==> src/tsn_pkg.sv <==
// shared types and constants for the nearest-texel repeat-wrap sampler
// no dependencies; imported by every module of the block
package tsn_pkg;

  // packed texel, red in the top byte as stored in the texel memory
  typedef struct packed {
    logic [7:0] red;
    logic [7:0] green;
    logic [7:0] blue;
    logic [7:0] alpha;
  } rgba_t;

  // request action codes
  localparam logic ACT_WRITE  = 1'b0;
  localparam logic ACT_SAMPLE = 1'b1;

  // configuration register indexes
  typedef enum logic [1:0] {
    CFG_TEX_WIDTH   = 2'd0,
    CFG_TEX_HEIGHT  = 2'd1,
    CFG_TEX_PRESENT = 2'd2
  } cfg_idx_t;

  localparam int CFG_IDX_W  = 2;
  localparam int CFG_DATA_W = 9;
  localparam int SIZE_W     = 9;
  localparam int COORD_W    = 32;
  localparam int WRAP_W     = 17;

  localparam logic [WRAP_W-1:0] ONE_Q16 = 17'h10000;

  // returned when no texture is loaded
  localparam rgba_t DEFAULT_TEXEL = '{red: 8'd0, green: 8'd0, blue: 8'd0, alpha: 8'd255};

  // response queue sizing
  localparam int RSP_DEPTH = 8;
  localparam int RSP_PTR_W = 3;
  localparam int RSP_CNT_W = 4;

  // per-stage control flags
  typedef struct packed {
    logic valid;
    logic wr;
    logic smp;
    logic dflt;
  } stage_ctl_t;

  // repeat wrap of a signed q15.16 coordinate into 0..1.0 (q1.16, 0..65536)
  function automatic logic [WRAP_W-1:0] wrap_coord(input logic [COORD_W-1:0] bits);
    logic [15:0] frac;
    frac = 16'(~bits[15:0] + 16'd1);
    if (bits[31]) begin
      return ONE_Q16 - {1'b0, frac};
    end else if (bits[30:17] == 14'd0 && (!bits[16] || bits[15:0] == 16'd0)) begin
      return bits[16:0];
    end else begin
      return {1'b0, bits[15:0]};
    end
  endfunction

endpackage

==> src/tsn_fifo.sv <==
// response queue in front of the output channel
// depends on tsn_pkg
module tsn_fifo (
  input  logic                          clk,
  input  logic                          rst,
  input  logic                          push,
  input  tsn_pkg::rgba_t                push_data,
  input  logic                          pop,
  output tsn_pkg::rgba_t                head,
  output logic [tsn_pkg::RSP_CNT_W-1:0] level
);
  import tsn_pkg::*;

  rgba_t                slots [RSP_DEPTH];
  logic [RSP_PTR_W-1:0] wr_ptr, rd_ptr;

  always_ff @(posedge clk) begin
    if (rst) begin
      wr_ptr <= '0;
      rd_ptr <= '0;
      level  <= '0;
    end else begin
      if (push) begin
        wr_ptr <= wr_ptr + RSP_PTR_W'(1);
      end
      if (pop) begin
        rd_ptr <= rd_ptr + RSP_PTR_W'(1);
      end
      level <= level + RSP_CNT_W'(push) - RSP_CNT_W'(pop);
    end
    if (push) begin
      slots[wr_ptr] <= push_data;
    end
  end

  assign head = slots[rd_ptr];

endmodule

==> config.mk <==
export PLATFORM = sky130hd
export DESIGN_NAME = tsn_fifo
export DESIGN_NICKNAME = d
export VERILOG_FILES = /design/src/tsn_pkg.sv /design/src/tsn_fifo.sv
export SDC_FILE = /design/constraint.sdc
export NUM_CORES = 1
export LEC_CHECK = 0
export BUFFER_PORTS_ARGS = -buffer_cell sky130_fd_sc_hd__buf_2
export CAP_MARGIN = 25
export CORE_ASPECT_RATIO = 1.2
export CORE_MARGIN = 3
export CORE_UTILIZATION = 30
export CTS_CLUSTER_SIZE = 25
export DETAILED_ROUTE_END_ITERATION = 10
export PLACE_DENSITY = 0.44
export SYNTH_ARGS = -nofsm -noshare
export SYNTH_HDL_FRONTEND = slang
export SYNTH_SLANG_ARGS = --single-unit
==> constraint.sdc <==
create_clock -name clk -period 4.2 [get_ports clk]
set_clock_uncertainty 0.1 [all_clocks]
set_input_delay 0.42 -clock clk [delete_from_list [all_inputs] [get_ports clk]]
set_output_delay 0.42 -clock clk [all_outputs]
set_load 0.01 [all_outputs]
; ---- Word-level counts from Yosys, hierarchy flattened
; Memory sizes are Yosys's and may differ from the RTL's. A register that Yosys moved wholly into a read port is not among the register bits.
; Index checks and enable logic that the tools add are counted.
[classes]
n_addsub = 4
multipliers = 0
div_mod_pow = 0
n_lt_le_gt_ge = 0
n_eq_ne = 0
shifts = 0
n_mux = 4
n_bitwise = 0
reduce_logical = 0
[ops]
columns = cell, count
row1 = $add A3 B1 Y3 const B, 2
row2 = $mux W3, 2
row3 = $add A4 B1 Y4, 1
row4 = $sub A4 B1 Y4, 1
row5 = $mux W1, 2
[word_totals]
regBits = 10
latch_bits = 0
ramBits = 256
romBits = 0
input_bits = 36
out_inout_bits = 36
word_cells = 12
mem_count = 1
[memory_table]
columns = name, words, width, rd, rd_ports_with_merged_regs, write_ports, line_no
row1 = slots, 8, 32, 1, 1, 1, tsn_fifo.sv:14  ; rgba_t slots [RSP_DEPTH];

; ---- Logic depth before layout (Yosys ltp)
[logic_depth]
word_depth = 3
ltp_mapped = 8
depth_no_buf = 8

; ---- Worst setup path before layout
; Ideal clock, no wire load.
[synth_path]
kind = input to register
start = input port push
end = memory slots[0][0] (netlist name), enable pin
setup_ns = 0.461
arrival_time_ns = 2.736
required_ns = 3.639
slack_ns = 0.902
path_stages = 2
path_buffers = 0
path_cell_list = nand2b_1 > nor3_1
[synth_via]
elab_chain_cells = 2
[synth_lines]
columns = element, line_no
row1 = start: declaration, tsn_fifo.sv:6  ; input logic push,
row2 = $mux W1, tsn_fifo.sv:31  ; if (push) begin
row3 = $mux W1 (implied by the code), tsn_fifo.sv:32  ; slots[wr_ptr] <= push_data;
row4 = end: declaration, tsn_fifo.sv:14
; Every way passes these cells.

==> impl_metrics.yaml <==
die:
  chipHeight_um: 209
  start_util: 0.308
  io-pin-count: 72
  die_area_um2: 36800
  coreArea_um2: 33600
  dieWidth_um: 176
  rows: 73
route:
  met1_length_mm: 9.12
  drt-total-wl_mm: 21.7
  drcViolationCount: 0
  drtAntennaViolNets: 0
  drtPass1Iterations: 4
  via_per_inst: 4.59
  vias: 4601
  top_layer: "met5"
  met3_length_um: 925
  wl_per_cell_um: 21.7
  drt_iter0_drc: 315
  wl_met2_mm: 11.2
grt:
  first_global_vias: 5115
  grt_overflow: 0
  grtUsageTotal: 0.119
  antenna_found_initial: 2
  grt_max_degree: 34
  grt_pass1_wl_mm: 32.7
hold_path:
  hp-start: "push_data[22]"
  min-delay-path-class: "primary input to register"
  min_path_cells: 1
critical_path:
  critical_path_required_ns: 3.68
  rr_worst_depth: 3
  cp_data_arrival_time_ns: 2.72
  timing.rr.start: "wr_ptr[0]"
  cp_max_fo: 33
  start_kind: "register"
  crit_type: "register to output port"
  cp-end-kind: "output port"
timing:
  hold_viol_final: 0
  setup_viol: 0
  slew_violations: 0
  period_needed_ns: 3.24
  timing.final.ws_setup_ns: 0.962
  fmax_ghz: 0.309
  grt_setup_unrepaired: "no"
  tightest_slew_ns: 0.921
  finalCritPeriodShare: 0.771
  finalSetupTns_ns: 0
  slew_headroom: 0.386
yosys:
  synth_mux_area_frac: 0.191
  ys_ff_latch: 269
  yosys_warnings: 0
  yosysSeqAreaShare: 0.768
  synth_simple_gate_area_frac: 0.0115
  synth.avg_cell_area_um2: 23.8
  synth_compound_area_frac: 0.00218
  synth_top_family_by_area: "multiplexers"
  syn_nets: 478
  synth_fa_ha_area_frac: 0.00919
  synth.distinct_cells: 23
  synth_xor_area_frac: 0.00423
  syn_inst: 435
  syn_area_um2: 10300
job:
  maxCapViolations: 0
placed_design:
  place_ws_ns: 1.45
  post_dp_cell_area_um2: 11300
  gp_congestion: 0.644
  dp_cells: 951
  hpwl_mm: 12.3
  portBuffers: 71
cells_and_area:
  final_cells: 1003
  layout-drive-gt1-share: 0.354
  antenna_cells: 0
  final_common_cell: "edfxtp_1"
  layout_common_cells: "edfxtp_1, buf_2, mux4_1"
  syn2layout_area_growth_pct: 18.8
  fin_area_um2: 12300
  finalNetCount: 574
clocking:
  post_cts_resized: 0
  path_clk_slew_ns: 0.06
  cts_made_buffers: 28
  clkSinkCount: 269
  clock_latency_ns: 0.54
  hold_buffers: 0
  htree_levels: 1
  cts.path.max_buffers: 3
  clock-root-buffer: "clkbuf_16"
  cts_setup_buffers: 0
  cts_tree: "done"
pwr:
  peakVddDrop_mv: 0.253
  p_leak_nw: 3.98
  power_density_nw_per_um2: 492
outcome:
  outcome: "finished, final reports clean"
synthesized netlist by cell type (all sizes together):
cell type,instances,area share
nand3,2,0.00097
nor2,14,0.0051
xor2,3,0.0025
nand2b,4,0.0024
ha,6,0.0073
nand2,4,0.0015
inv,6,0.0022
a21oi,3,0.0015
edfxtp,256,0.74
dfxtp,13,0.025
mux2i,2,0.0019
buf,14,0.010
nor3,2,0.00097
xnor2,2,0.0017
mux4,64,0.15
fa,1,0.0019
nor2b,1,0.00060
mux2,32,0.035
a21o,1,0.00073
clkbuf,5,0.0018
final cells by class:
| type | instances | area [um^2] |
|---|---|---|
| clock buffers | 38 | 800 |
| clock inverters | 14 | 160 |
| fillers | 3126 | 21300 |
| inverters | 6 | 22.5 |
| multi-input cells | 141 | 2310 |
| flip-flops and latches | 269 | 7950 |
| well taps | 450 | 563 |
| repair buffers | 85 | 485 |
report_power, final:
group          internal [mW]  switching, mW  leakage (nW)
clock                   1.52           1.00         0.448
sequential              3.01         0.0530          2.43
combinational          0.231          0.233          1.10
total                   4.76           1.29          3.98
routing by layer:
metal / global-route usage / up-vias
met1: 0.150 / 2425
met4: 0.0371 / 4
met5: 0 / -
li1: - / 2048
met3: 0.0219 / 36
met2: 0.210 / 88
registers in the layout (all words and copies together) (netlist names), named ones only:
signal / flops
level: 4
rd_ptr: 3
slots: 256
wr_ptr: 3
cell families (layout without fill, tap and decap cells):
family / after synthesis / after routing
DFF: 269 / 269
muxes: 98 / 98
and+or+nand+nor: 27 / 27
buffers and inverters: 25 / 143
adders and majority gates: 7 / 7
xor gates and xnor gates: 5 / 5
AOI/OAI and AO/OA: 4 / 4
worst paths after layout:
kind | endpoint | slack [ns]
hold reg to reg | wr_ptr[0] | 0.41
hold / removal | slots[5][22] | 0.04
setup reg to reg | slots[6][28] | 1.94
setup / recovery | head[20] | 0.96
worst max-delay path: stages (launching register included):
cell     delay (ns)
dfxtp_4        0.77
buf_12         0.34
mux4_1         0.60
mux2_2         0.30
buf_2          0.15
through the flow:
| stage | power, mW | hold WS (ns) | utilization |
|---|---|---|---|
| 6_report | 6.05 | 0.0415 | 0.366 |
| 3_3_place_gp | 3.58 | 0.388 | 0.337 |
| 3_5_place_dp | 3.60 | 0.406 | 0.337 |
| 4_1_cts | 6.15 | 0.00290 | 0.366 |
| 2_1_floorplan | 3.40 | 0.375 | - |
| 5_1_grt | 6.28 | 0.0383 | 0.366 |
(Power assumes the default switching activity.)
