$ cat src/tsn_pkg.sv
// shared types and constants for the nearest-texel repeat-wrap sampler
// no dependencies; imported by every module of the block
package tsn_pkg;

  // packed texel, red in the top byte as stored in the texel memory
  typedef struct packed {
    logic [7:0] red;
    logic [7:0] green;
    logic [7:0] blue;
    logic [7:0] alpha;
  } rgba_t;

  // request action codes
  localparam logic ACT_WRITE  = 1'b0;
  localparam logic ACT_SAMPLE = 1'b1;

  // configuration register indexes
  typedef enum logic [1:0] {
    CFG_TEX_WIDTH   = 2'd0,
    CFG_TEX_HEIGHT  = 2'd1,
    CFG_TEX_PRESENT = 2'd2
  } cfg_idx_t;

  localparam int CFG_IDX_W  = 2;
  localparam int CFG_DATA_W = 9;
  localparam int SIZE_W     = 9;
  localparam int COORD_W    = 32;
  localparam int WRAP_W     = 17;

  localparam logic [WRAP_W-1:0] ONE_Q16 = 17'h10000;

  // returned when no texture is loaded
  localparam rgba_t DEFAULT_TEXEL = '{red: 8'd0, green: 8'd0, blue: 8'd0, alpha: 8'd255};

  // response queue sizing
  localparam int RSP_DEPTH = 8;
  localparam int RSP_PTR_W = 3;
  localparam int RSP_CNT_W = 4;

  // per-stage control flags
  typedef struct packed {
    logic valid;
    logic wr;
    logic smp;
    logic dflt;
  } stage_ctl_t;

  // repeat wrap of a signed q15.16 coordinate into 0..1.0 (q1.16, 0..65536)
  function automatic logic [WRAP_W-1:0] wrap_coord(input logic [COORD_W-1:0] bits);
    logic [15:0] frac;
    frac = 16'(~bits[15:0] + 16'd1);
    if (bits[31]) begin
      return ONE_Q16 - {1'b0, frac};
    end else if (bits[30:17] == 14'd0 && (!bits[16] || bits[15:0] == 16'd0)) begin
      return bits[16:0];
    end else begin
      return {1'b0, bits[15:0]};
    end
  endfunction

endpackage

$ cat src/tsn_coord.sv
// two-stage front end: coordinate wrap, then texel index multiply
// depends on tsn_pkg
module tsn_coord #(
  parameter int MAX_TEX_WIDTH  = 256,
  parameter int MAX_TEX_HEIGHT = 256,
  parameter int CW             = 8,
  parameter int RW             = 8
) (
  input  logic                            clk,
  input  logic                            rst,
  input  logic                            in_valid,
  input  logic                            action,
  input  logic [7:0]                      texel_column,
  input  logic [7:0]                      texel_row,
  input  tsn_pkg::rgba_t                  texel_in,
  input  logic [tsn_pkg::COORD_W-1:0]     coord_u,
  input  logic [tsn_pkg::COORD_W-1:0]     coord_v,
  input  logic [tsn_pkg::SIZE_W-1:0]      tex_width,
  input  logic [tsn_pkg::SIZE_W-1:0]      tex_height,
  input  logic                            tex_present,
  output tsn_pkg::stage_ctl_t             ctl,
  output logic [CW-1:0]                   col,
  output logic [RW-1:0]                   row,
  output tsn_pkg::rgba_t                  texel
);
  import tsn_pkg::*;

  localparam logic [12:0] MAXW = 13'(MAX_TEX_WIDTH);
  localparam logic [12:0] MAXH = 13'(MAX_TEX_HEIGHT);
  localparam logic [13:0] LASTW = 14'(MAX_TEX_WIDTH - 1);
  localparam logic [13:0] LASTH = 14'(MAX_TEX_HEIGHT - 1);

  logic [12:0] w_sz, h_sz;
  logic [11:0] w_m1, h_m1;

  stage_ctl_t        s1_ctl;
  logic [7:0]        s1_col, s1_row;
  rgba_t             s1_texel;
  logic [WRAP_W-1:0] s1_u, s1_v;

  logic [29:0] prod_u, prod_v;
  logic [13:0] idx_u, idx_v;
  logic        in_range;

  // size registers: zero counts as one, saturate at the store size
  always_comb begin
    if (tex_width == '0) begin
      w_sz = 13'd1;
    end else if ({4'b0, tex_width} > MAXW) begin
      w_sz = MAXW;
    end else begin
      w_sz = {4'b0, tex_width};
    end
    if (tex_height == '0) begin
      h_sz = 13'd1;
    end else if ({4'b0, tex_height} > MAXH) begin
      h_sz = MAXH;
    end else begin
      h_sz = {4'b0, tex_height};
    end
    w_m1 = 12'(w_sz - 13'd1);
    h_m1 = 12'(h_sz - 13'd1);
  end

  // stage 1: wrap
  always_ff @(posedge clk) begin
    if (rst) begin
      s1_ctl <= '0;
    end else begin
      s1_ctl.valid <= in_valid;
      s1_ctl.wr    <= in_valid && action == ACT_WRITE;
      s1_ctl.smp   <= in_valid && action == ACT_SAMPLE;
      s1_ctl.dflt  <= !tex_present;
    end
    s1_col   <= texel_column;
    s1_row   <= texel_row;
    s1_texel <= texel_in;
    s1_u     <= wrap_coord(coord_u);
    s1_v     <= wrap_coord(coord_v);
  end

  // stage 2: floor(wrapped * (size - 1))
  always_comb begin
    prod_u   = 30'(s1_u) * 30'(w_m1);
    prod_v   = 30'(s1_v) * 30'(h_m1);
    idx_u    = (prod_u[29:16] > LASTW) ? LASTW : prod_u[29:16];
    idx_v    = (prod_v[29:16] > LASTH) ? LASTH : prod_v[29:16];
    in_range = ({5'b0, s1_col} < MAXW) && ({5'b0, s1_row} < MAXH);
  end

  always_ff @(posedge clk) begin
    if (rst) begin
      ctl <= '0;
    end else begin
      ctl.valid <= s1_ctl.valid;
      ctl.wr    <= s1_ctl.wr && in_range;
      ctl.smp   <= s1_ctl.smp;
      ctl.dflt  <= s1_ctl.dflt;
    end
    col   <= s1_ctl.smp ? CW'(idx_u) : CW'(s1_col);
    row   <= s1_ctl.smp ? RW'(idx_v) : RW'(s1_row);
    texel <= s1_texel;
  end

endmodule

$ cat config.mk
export PLATFORM = sky130hd
export DESIGN_NAME = tsn_coord
export DESIGN_NICKNAME = d
export VERILOG_FILES = /design/src/tsn_pkg.sv /design/src/tsn_coord.sv
export SDC_FILE = /design/constraint.sdc
export NUM_CORES = 1
export LEC_CHECK = 0
export BUFFER_PORTS_ARGS = -buffer_cell sky130_fd_sc_hd__clkbuf_2
export CELL_PAD_IN_SITES_DETAIL_PLACEMENT = 0
export CELL_PAD_IN_SITES_GLOBAL_PLACEMENT = 1
export CORE_MARGIN = 5
export CORE_UTILIZATION = 28
export CTS_BUF_LIST = sky130_fd_sc_hd__clkbuf_8
export CTS_CLUSTER_DIAMETER = 60
export CTS_CLUSTER_SIZE = 40
export DETAILED_ROUTE_END_ITERATION = 10
export PLACE_DENSITY = 0.53
export SYNTH_ARGS = -nofsm -noshare
export SYNTH_HDL_FRONTEND = slang
export SYNTH_SLANG_ARGS = --single-unit
export TNS_END_PERCENT = 100
$ cat constraint.sdc
create_clock -name clk -period 7.6 [get_ports clk]
set_clock_uncertainty 0.1 [all_clocks]
set_input_delay 0.76 -clock clk [delete_from_list [all_inputs] [get_ports clk]]
set_output_delay 0.76 -clock clk [all_outputs]
set_load 0.05 [all_outputs]
* After elaboration in Yosys (flattened, before gate mapping)
Cells that the tools add are included.
** Word-level totals
- Register bits :: 138
- Word-level logic and storage cells :: 64
- Memories :: 0
- Output and inout port bits :: 52
- RAM bits :: 0
- Bits of input ports :: 135
- Memory bits (read-only) :: 0
- Bits in latches :: 0
** Operators by class
- Multipliers :: 2
- Bitwise operators :: 3
- Order comparisons :: 4
- Shifts and indexed selects :: 0
- Muxes and demuxes :: 12
- Eq/ne operators :: 0
- $add $sub $neg :: 6
- Divide/modulo/power cells :: 0
- Reductions and logical operators :: 15
** Operators with widths (number)
- 2-to-1 mux 17 bit :: 4
- multiplier 17 x 12 -> 29 bit :: 2
- subtractor 17 x 16 -> 17 bit, first input constant :: 2
- adder 16 x 1 -> 16 bit, second input constant :: 2
- logical NOT 16 bit :: 2
- 2-to-1 mux 8 bit :: 4
- NOT 16 bit :: 2
- logical NOT 14 bit :: 2
- 2-to-1 mux 9 bit :: 3
- greater-than comparator 13 x 8 -> 1 bit, second input constant :: 2
- subtractor 12 x 1 -> 12 bit, second input constant :: 2
- greater-than comparator 9 bit, second input constant :: 2
- logical NOT 9 bit :: 2
- 2-to-1 mux 12 bit :: 1
- logical AND 1 bit :: 4
- logical NOT 1 bit :: 3
- logical OR 1 bit :: 2
- NOT 1 bit :: 1

* Logic depth before layout (Yosys ltp)
- Depth after elaboration :: 8
- Mapped depth :: 31
- Depth with buffers taken out :: 29

* Worst setup path after synthesis
OpenSTA, ideal clock, no wires.
- Path kind :: input port to flip-flop
- Start :: in tex_width[2] in the netlist's numbering
- End :: reg col[0]
- Setup time :: 0.122 ns
- Cell stages on the path :: 29
- Path buffers :: 4
- Setup slack :: -0.523 ns
- Arrival :: 7.901 ns
- Cells stage by stage :: or3_1 nor4_1 nor2b_1 o21ai_1 clkbuf_1 ha_1 and3_1 clkbuf_1 or2_2 clkbuf_1 and2_1 fa_1 inv_1 fa_1 inv_1 fa_1 fa_1 inv_1 fa_1 inv_1 ha_1 clkbuf_1 a21o_1 o21bai_1 a221oi_1 o21ai_2 nor3_1 o2111ai_4 o32a_1
** Between the ends
- Word-level cells in the longest chain between the ends :: 8
- Elaborated cells on any way between the ends :: 9
- Classes of those cells :: add/sub (1); mul (1); order compare (2); mux (4); reduce/logical (1)
** Ends and longest elaborated chain
- start, declared :: line tsn_coord.sv:18 : input logic [tsn_pkg::SIZE_W-1:0] tex_width,
- greater-than comparator 9 bit :: line tsn_coord.sv:49 : end else if ({4'b0, tex_width} > MAXW) begin
- 2-to-1 mux 9 bit :: line tsn_coord.sv:49
- 2-to-1 mux 12 bit (*) :: line tsn_coord.sv:47 : if (tex_width == '0) begin
- subtractor 12 x 1 -> 12 bit (*) :: line tsn_coord.sv:61 : w_m1 = 12'(w_sz - 13'd1);
- multiplier 17 x 12 -> 29 bit (*) :: line tsn_coord.sv:84 : prod_u = 30'(s1_u) * 30'(w_m1);
- greater-than comparator 13 x 8 -> 1 bit :: line tsn_coord.sv:86 : idx_u = (prod_u[29:16] > LASTW) ? LASTW : prod_u[29:16];
- 2-to-1 mux 8 bit (*) :: line tsn_coord.sv:86
- 2-to-1 mux 8 bit (*) :: line tsn_coord.sv:100 : col <= s1_ctl.smp ? CW'(idx_u) : CW'(s1_col);
- end signal, assigned :: line tsn_coord.sv:100
- end, declared :: line tsn_coord.sv:22 : output logic [CW-1:0] col,
Mark *: on every way between the ends. The rest lies on a longest branch, timed or not.
A chain may end at the register's enable or synchronous reset.

* Worst setup path in the final report
- Start :: in tex_width[4] in the netlist's numbering
- End :: reg col[6]
Same word-level chain as after synthesis.

==> impl_metrics.json <==
{
  "synth_area_um2": 17240,
  "synth_cell_types": 91,
  "clock-root-buffer": "clkbuf_8",
  "hold_path.class": "input port to flip-flop",
  "fin_crit_ns": 7.253,
  "synth_top_cell_area_share_pct": 34.61,
  "p_leak_nw": 10.15,
  "cts_hold_buffers": 0,
  "grt_pass1_vias": 14490,
  "worst_slack_ns": 0.3472,
  "synth_top_cell_by_area": "fa_1",
  "insertion_delay_ns": 0.52,
  "drtIter0Drc": 480,
  "antenna_found_initial": 2,
  "p_per_area_nw_per_um2": 466.4,
  "post-route-util_pct": 33.27,
  "crit_path_max_fanout": 9,
  "clk_path_buf_depth": 2,
  "ys_seq_area_share_pct": 16.03,
  "synth_mux_area_share_pct": 0.4282,
  "dieHeight_um": 258.1,
  "syn_area_per_cell_um2": 9.045,
  "max_slew_margin_pct": 59.98,
  "cts_num_sinks": 138,
  "fillCellCount": 6462,
  "fin_area_um2": 20420,
  "place.gp.congestion": 0.7940,
  "r2r_cells": 20,
  "start_util_pct": 28.09,
  "first_pass_iters": 5,
  "pre_cts_slack_ns": -0.1958,
  "drc_errors": 0,
  "vdd_ir_drop_max_mv": 0.3957,
  "worst_pin_slew_ns": 0.6003,
  "crit_path_end_kind": "flip-flop",
  "yosys_warnings": 0,
  "startpoint": "tex_width[4]",
  "timing_worst_setup_path_type": "input port to flip-flop",
  "synth_cells": 1906,
  "area_growth_pct": 18.45,
  "synth_top_family_by_area": "adder cells",
  "drt_wl_total_um": 46040,
  "die_area_um2": 66630,
  "grt_pass1_wl_um": 77380,
  "r2r-end": "row[3]",
  "die_w_um": 258.1,
  "status": "finished clean",
  "synthXorXnorAreaFrac_pct": 4.064,
  "cts_tree": "done",
  "rrSetupSlack_ns": 1.45,
  "placed_cell_area_um2": 20000,
  "ys_top_cells_by_area": "fa_1, dfxtp_1, ha_1",
  "ioPinCount": 187,
  "setup.worst_path.start_class": "input port",
  "synthAdderAreaFrac_pct": 44.04,
  "synth_edf_count": 0,
  "cap_violations": 0,
  "synthFlopType": "dfxtp_1",
  "viasPerCell": 4.438,
  "io_buffers": 186,
  "grt-ovfl-total": 0,
  "track_usage_pct": 14.46,
  "row_count": 91,
  "dp_hpwl_um": 38990,
  "min_period_over_period_pct": 95.43,
  "synth_seq_cells": 138,
  "hold_path_depth": 1,
  "arrival_ns": 7.56,
  "grt_max_degree": 20,
  "setup_viol": 0,
  "hold_violations": 0,
  "timing.fmax_ghz": 0.1379,
  "cts_max_level": 4,
  "clk_pin_slew_worst_paths_ns": 0.12,
  "crit_required_ns": 7.91,
  "setup_tns_ns": 0,
  "core_area_um2": 61370,
  "post_cts_resized": 0,
  "worstHoldEndpoint": "s1_row[1]",
  "drive_above_1_share_pct": 16.82,
  "finalMaxSlewViolations": 0,
  "synth_compound_area_share_pct": 7.403,
  "routedWlPerCell_um": 15.36,
  "synth-simple-area-share_pct": 17.73,
  "synthArstFlopShare_pct": 0,
  "ant_nets": 0,
  "vias": 13301,
  "post_cts_buffers": 0,
  "rsz0062_at_grt": "false",
  "r2r_start": "s1_v[11]",
  "worstHoldStart": "texel_row[1]",
  "layout.nets": 2756,
  "cts_buffers": 17
}
## sequential cells by signal, indices dropped and copies added (netlist names)
register and count:
s1_texel 32, texel 32, s1_u 17, s1_v 17
col 8, row 8, s1_col 8, s1_row 8
ctl 4, s1_ctl 4
## placed cells by master, fill, tap and decap left out, types with 5 or more instances in the layout
cell type | synthesis | routed
inv_1 | 379 | 380
nand2_1 | 290 | 286
ha_4 | 0 | 6
clkbuf_8 | 0 | 18
a21o_1 | 6 | 6
nand4_1 | 17 | 17
xor2_1 | 28 | 28
ha_1 | 130 | 124
dfxtp_1 | 138 | 138
nor2_1 | 44 | 44
conb_1 | 2 | 68
a21oi_1 | 48 | 46
nand2b_1 | 32 | 32
nor4_1 | 12 | 10
nor3_2 | 4 | 5
clkbuf_2 | 0 | 186
fa_1 | 298 | 297
nand3_1 | 27 | 27
nor3_1 | 26 | 25
xnor2_1 | 52 | 51
o22a_1 | 9 | 9
or3_1 | 11 | 10
nor2b_1 | 13 | 12
and2_1 | 89 | 87
o32a_1 | 8 | 8
o21a_1 | 7 | 7
o21ai_1 | 7 | 6
nand2_2 | 1 | 5
o31ai_1 | 11 | 11
o21ai_0 | 25 | 25
and3_1 | 8 | 8
a31oi_1 | 5 | 5
buf_4 | 2 | 93
## cell type report
class	count	area, µm²	area share, %
multi-input cells	1374	13130	64.28
flip-flops and latches	138	2763	13.53
repair buffers	283	1709	8.370
inverters	379	1423	6.967
well taps	790	988.4	4.841
clock buffers	18	247.7	1.213
clock inverters	14	160.2	0.7843
diodes	1	2.502	0.01225
## synth_stat cells (4+ instances only)
master	instances
nand4_1	17
or3_1	11
xor2_1	28
buf_1	20
nand3_1	27
nor2_1	44
and2_1	89
dfxtp_1	138
o21ai_1	7
ha_1	130
buf_6	4
o21ai_0	25
o32a_1	8
o21bai_1	5
buf_2	4
nor2b_1	13
a21o_1	6
fa_1	298
nor3_2	4
mux2i_1	4
nand2b_1	32
a211oi_1	4
nor4_1	12
o22a_1	9
a21oi_1	48
or2_2	4
o31ai_1	11
clkbuf_1	51
nor3_1	26
inv_1	379
nand2_1	290
o21a_1	7
and3_1	8
nand3b_1	4
a31oi_1	5
xnor2_1	52
o211ai_1	4
## worst max-delay path, stage by stage
cell and delay, ns:
clkbuf_2 0.09, or3_4 0.44, nor4_4 0.29, nor2b_2 0.19, o21ai_2 0.09, ha_4 0.19
and3_1 0.18, or2_4 0.33, buf_4 0.17, buf_4 0.15, and2_4 0.15, fa_1 0.52
inv_1 0.05, fa_1 0.47, inv_1 0.05, fa_1 0.45, fa_1 0.49, inv_1 0.05
fa_1 0.53, inv_1 0.04, ha_1 0.30, a21o_1 0.21, o21bai_4 0.19, a32oi_1 0.21
o31ai_1 0.11, xnor2_1 0.26, o2111ai_4 0.23, o32a_1 0.35
## how the worst max path moves through the flow
stage / endpoint / cells past startpoint
after floorplan: row[0] / 27
after global placement: col[6] / 27
after detailed placement: col[6] / 28
after CTS: col[2] / 28
after global routing: row[6] / 28
final: col[6] / 28
## per-layer routing
| metal | GRT usage, % | share of wire [%] |
|---|---|---|
| met5 | 0 | 0 |
| met4 | 3.248 | 1.2 |
| met3 | 2.425 | 3.9 |
| met2 | 23.77 | 48 |
| met1 | 20.10 | 47 |
## cells by family (layout without fill, tap and decap cells)
logic type | count (synthesis) | in the layout
buffers and inverters | 460 | 694
and+or+nand+nor | 610 | 610
other | 2 | 69
AOI/OAI and AO/OA | 181 | 181
DFF | 138 | 138
xor gates and xnor gates | 80 | 80
adders and majority gates | 428 | 428
muxes | 7 | 7
## report_power, final
part / internal (mW) / total (mW) / switching, mW
combinational: 3.48 / 8.05 / 4.58
sequential: 0.767 / 0.821 / 0.0543
clock: 0.307 / 0.649 / 0.341
total: 4.55 / 9.52 / 4.97
## through the flow
stage,total power [mW],hold slack [ns],instances
floorplan,5.913,0.2096,1972
global placement,8.908,0.2097,2964
detailed placement,8.878,0.2121,2964
CTS,9.631,0.1458,2996
global route,10.67,0.1741,2997
finish,9.525,0.2287,2997
Note: power is estimated with default switching activity, not from simulation.
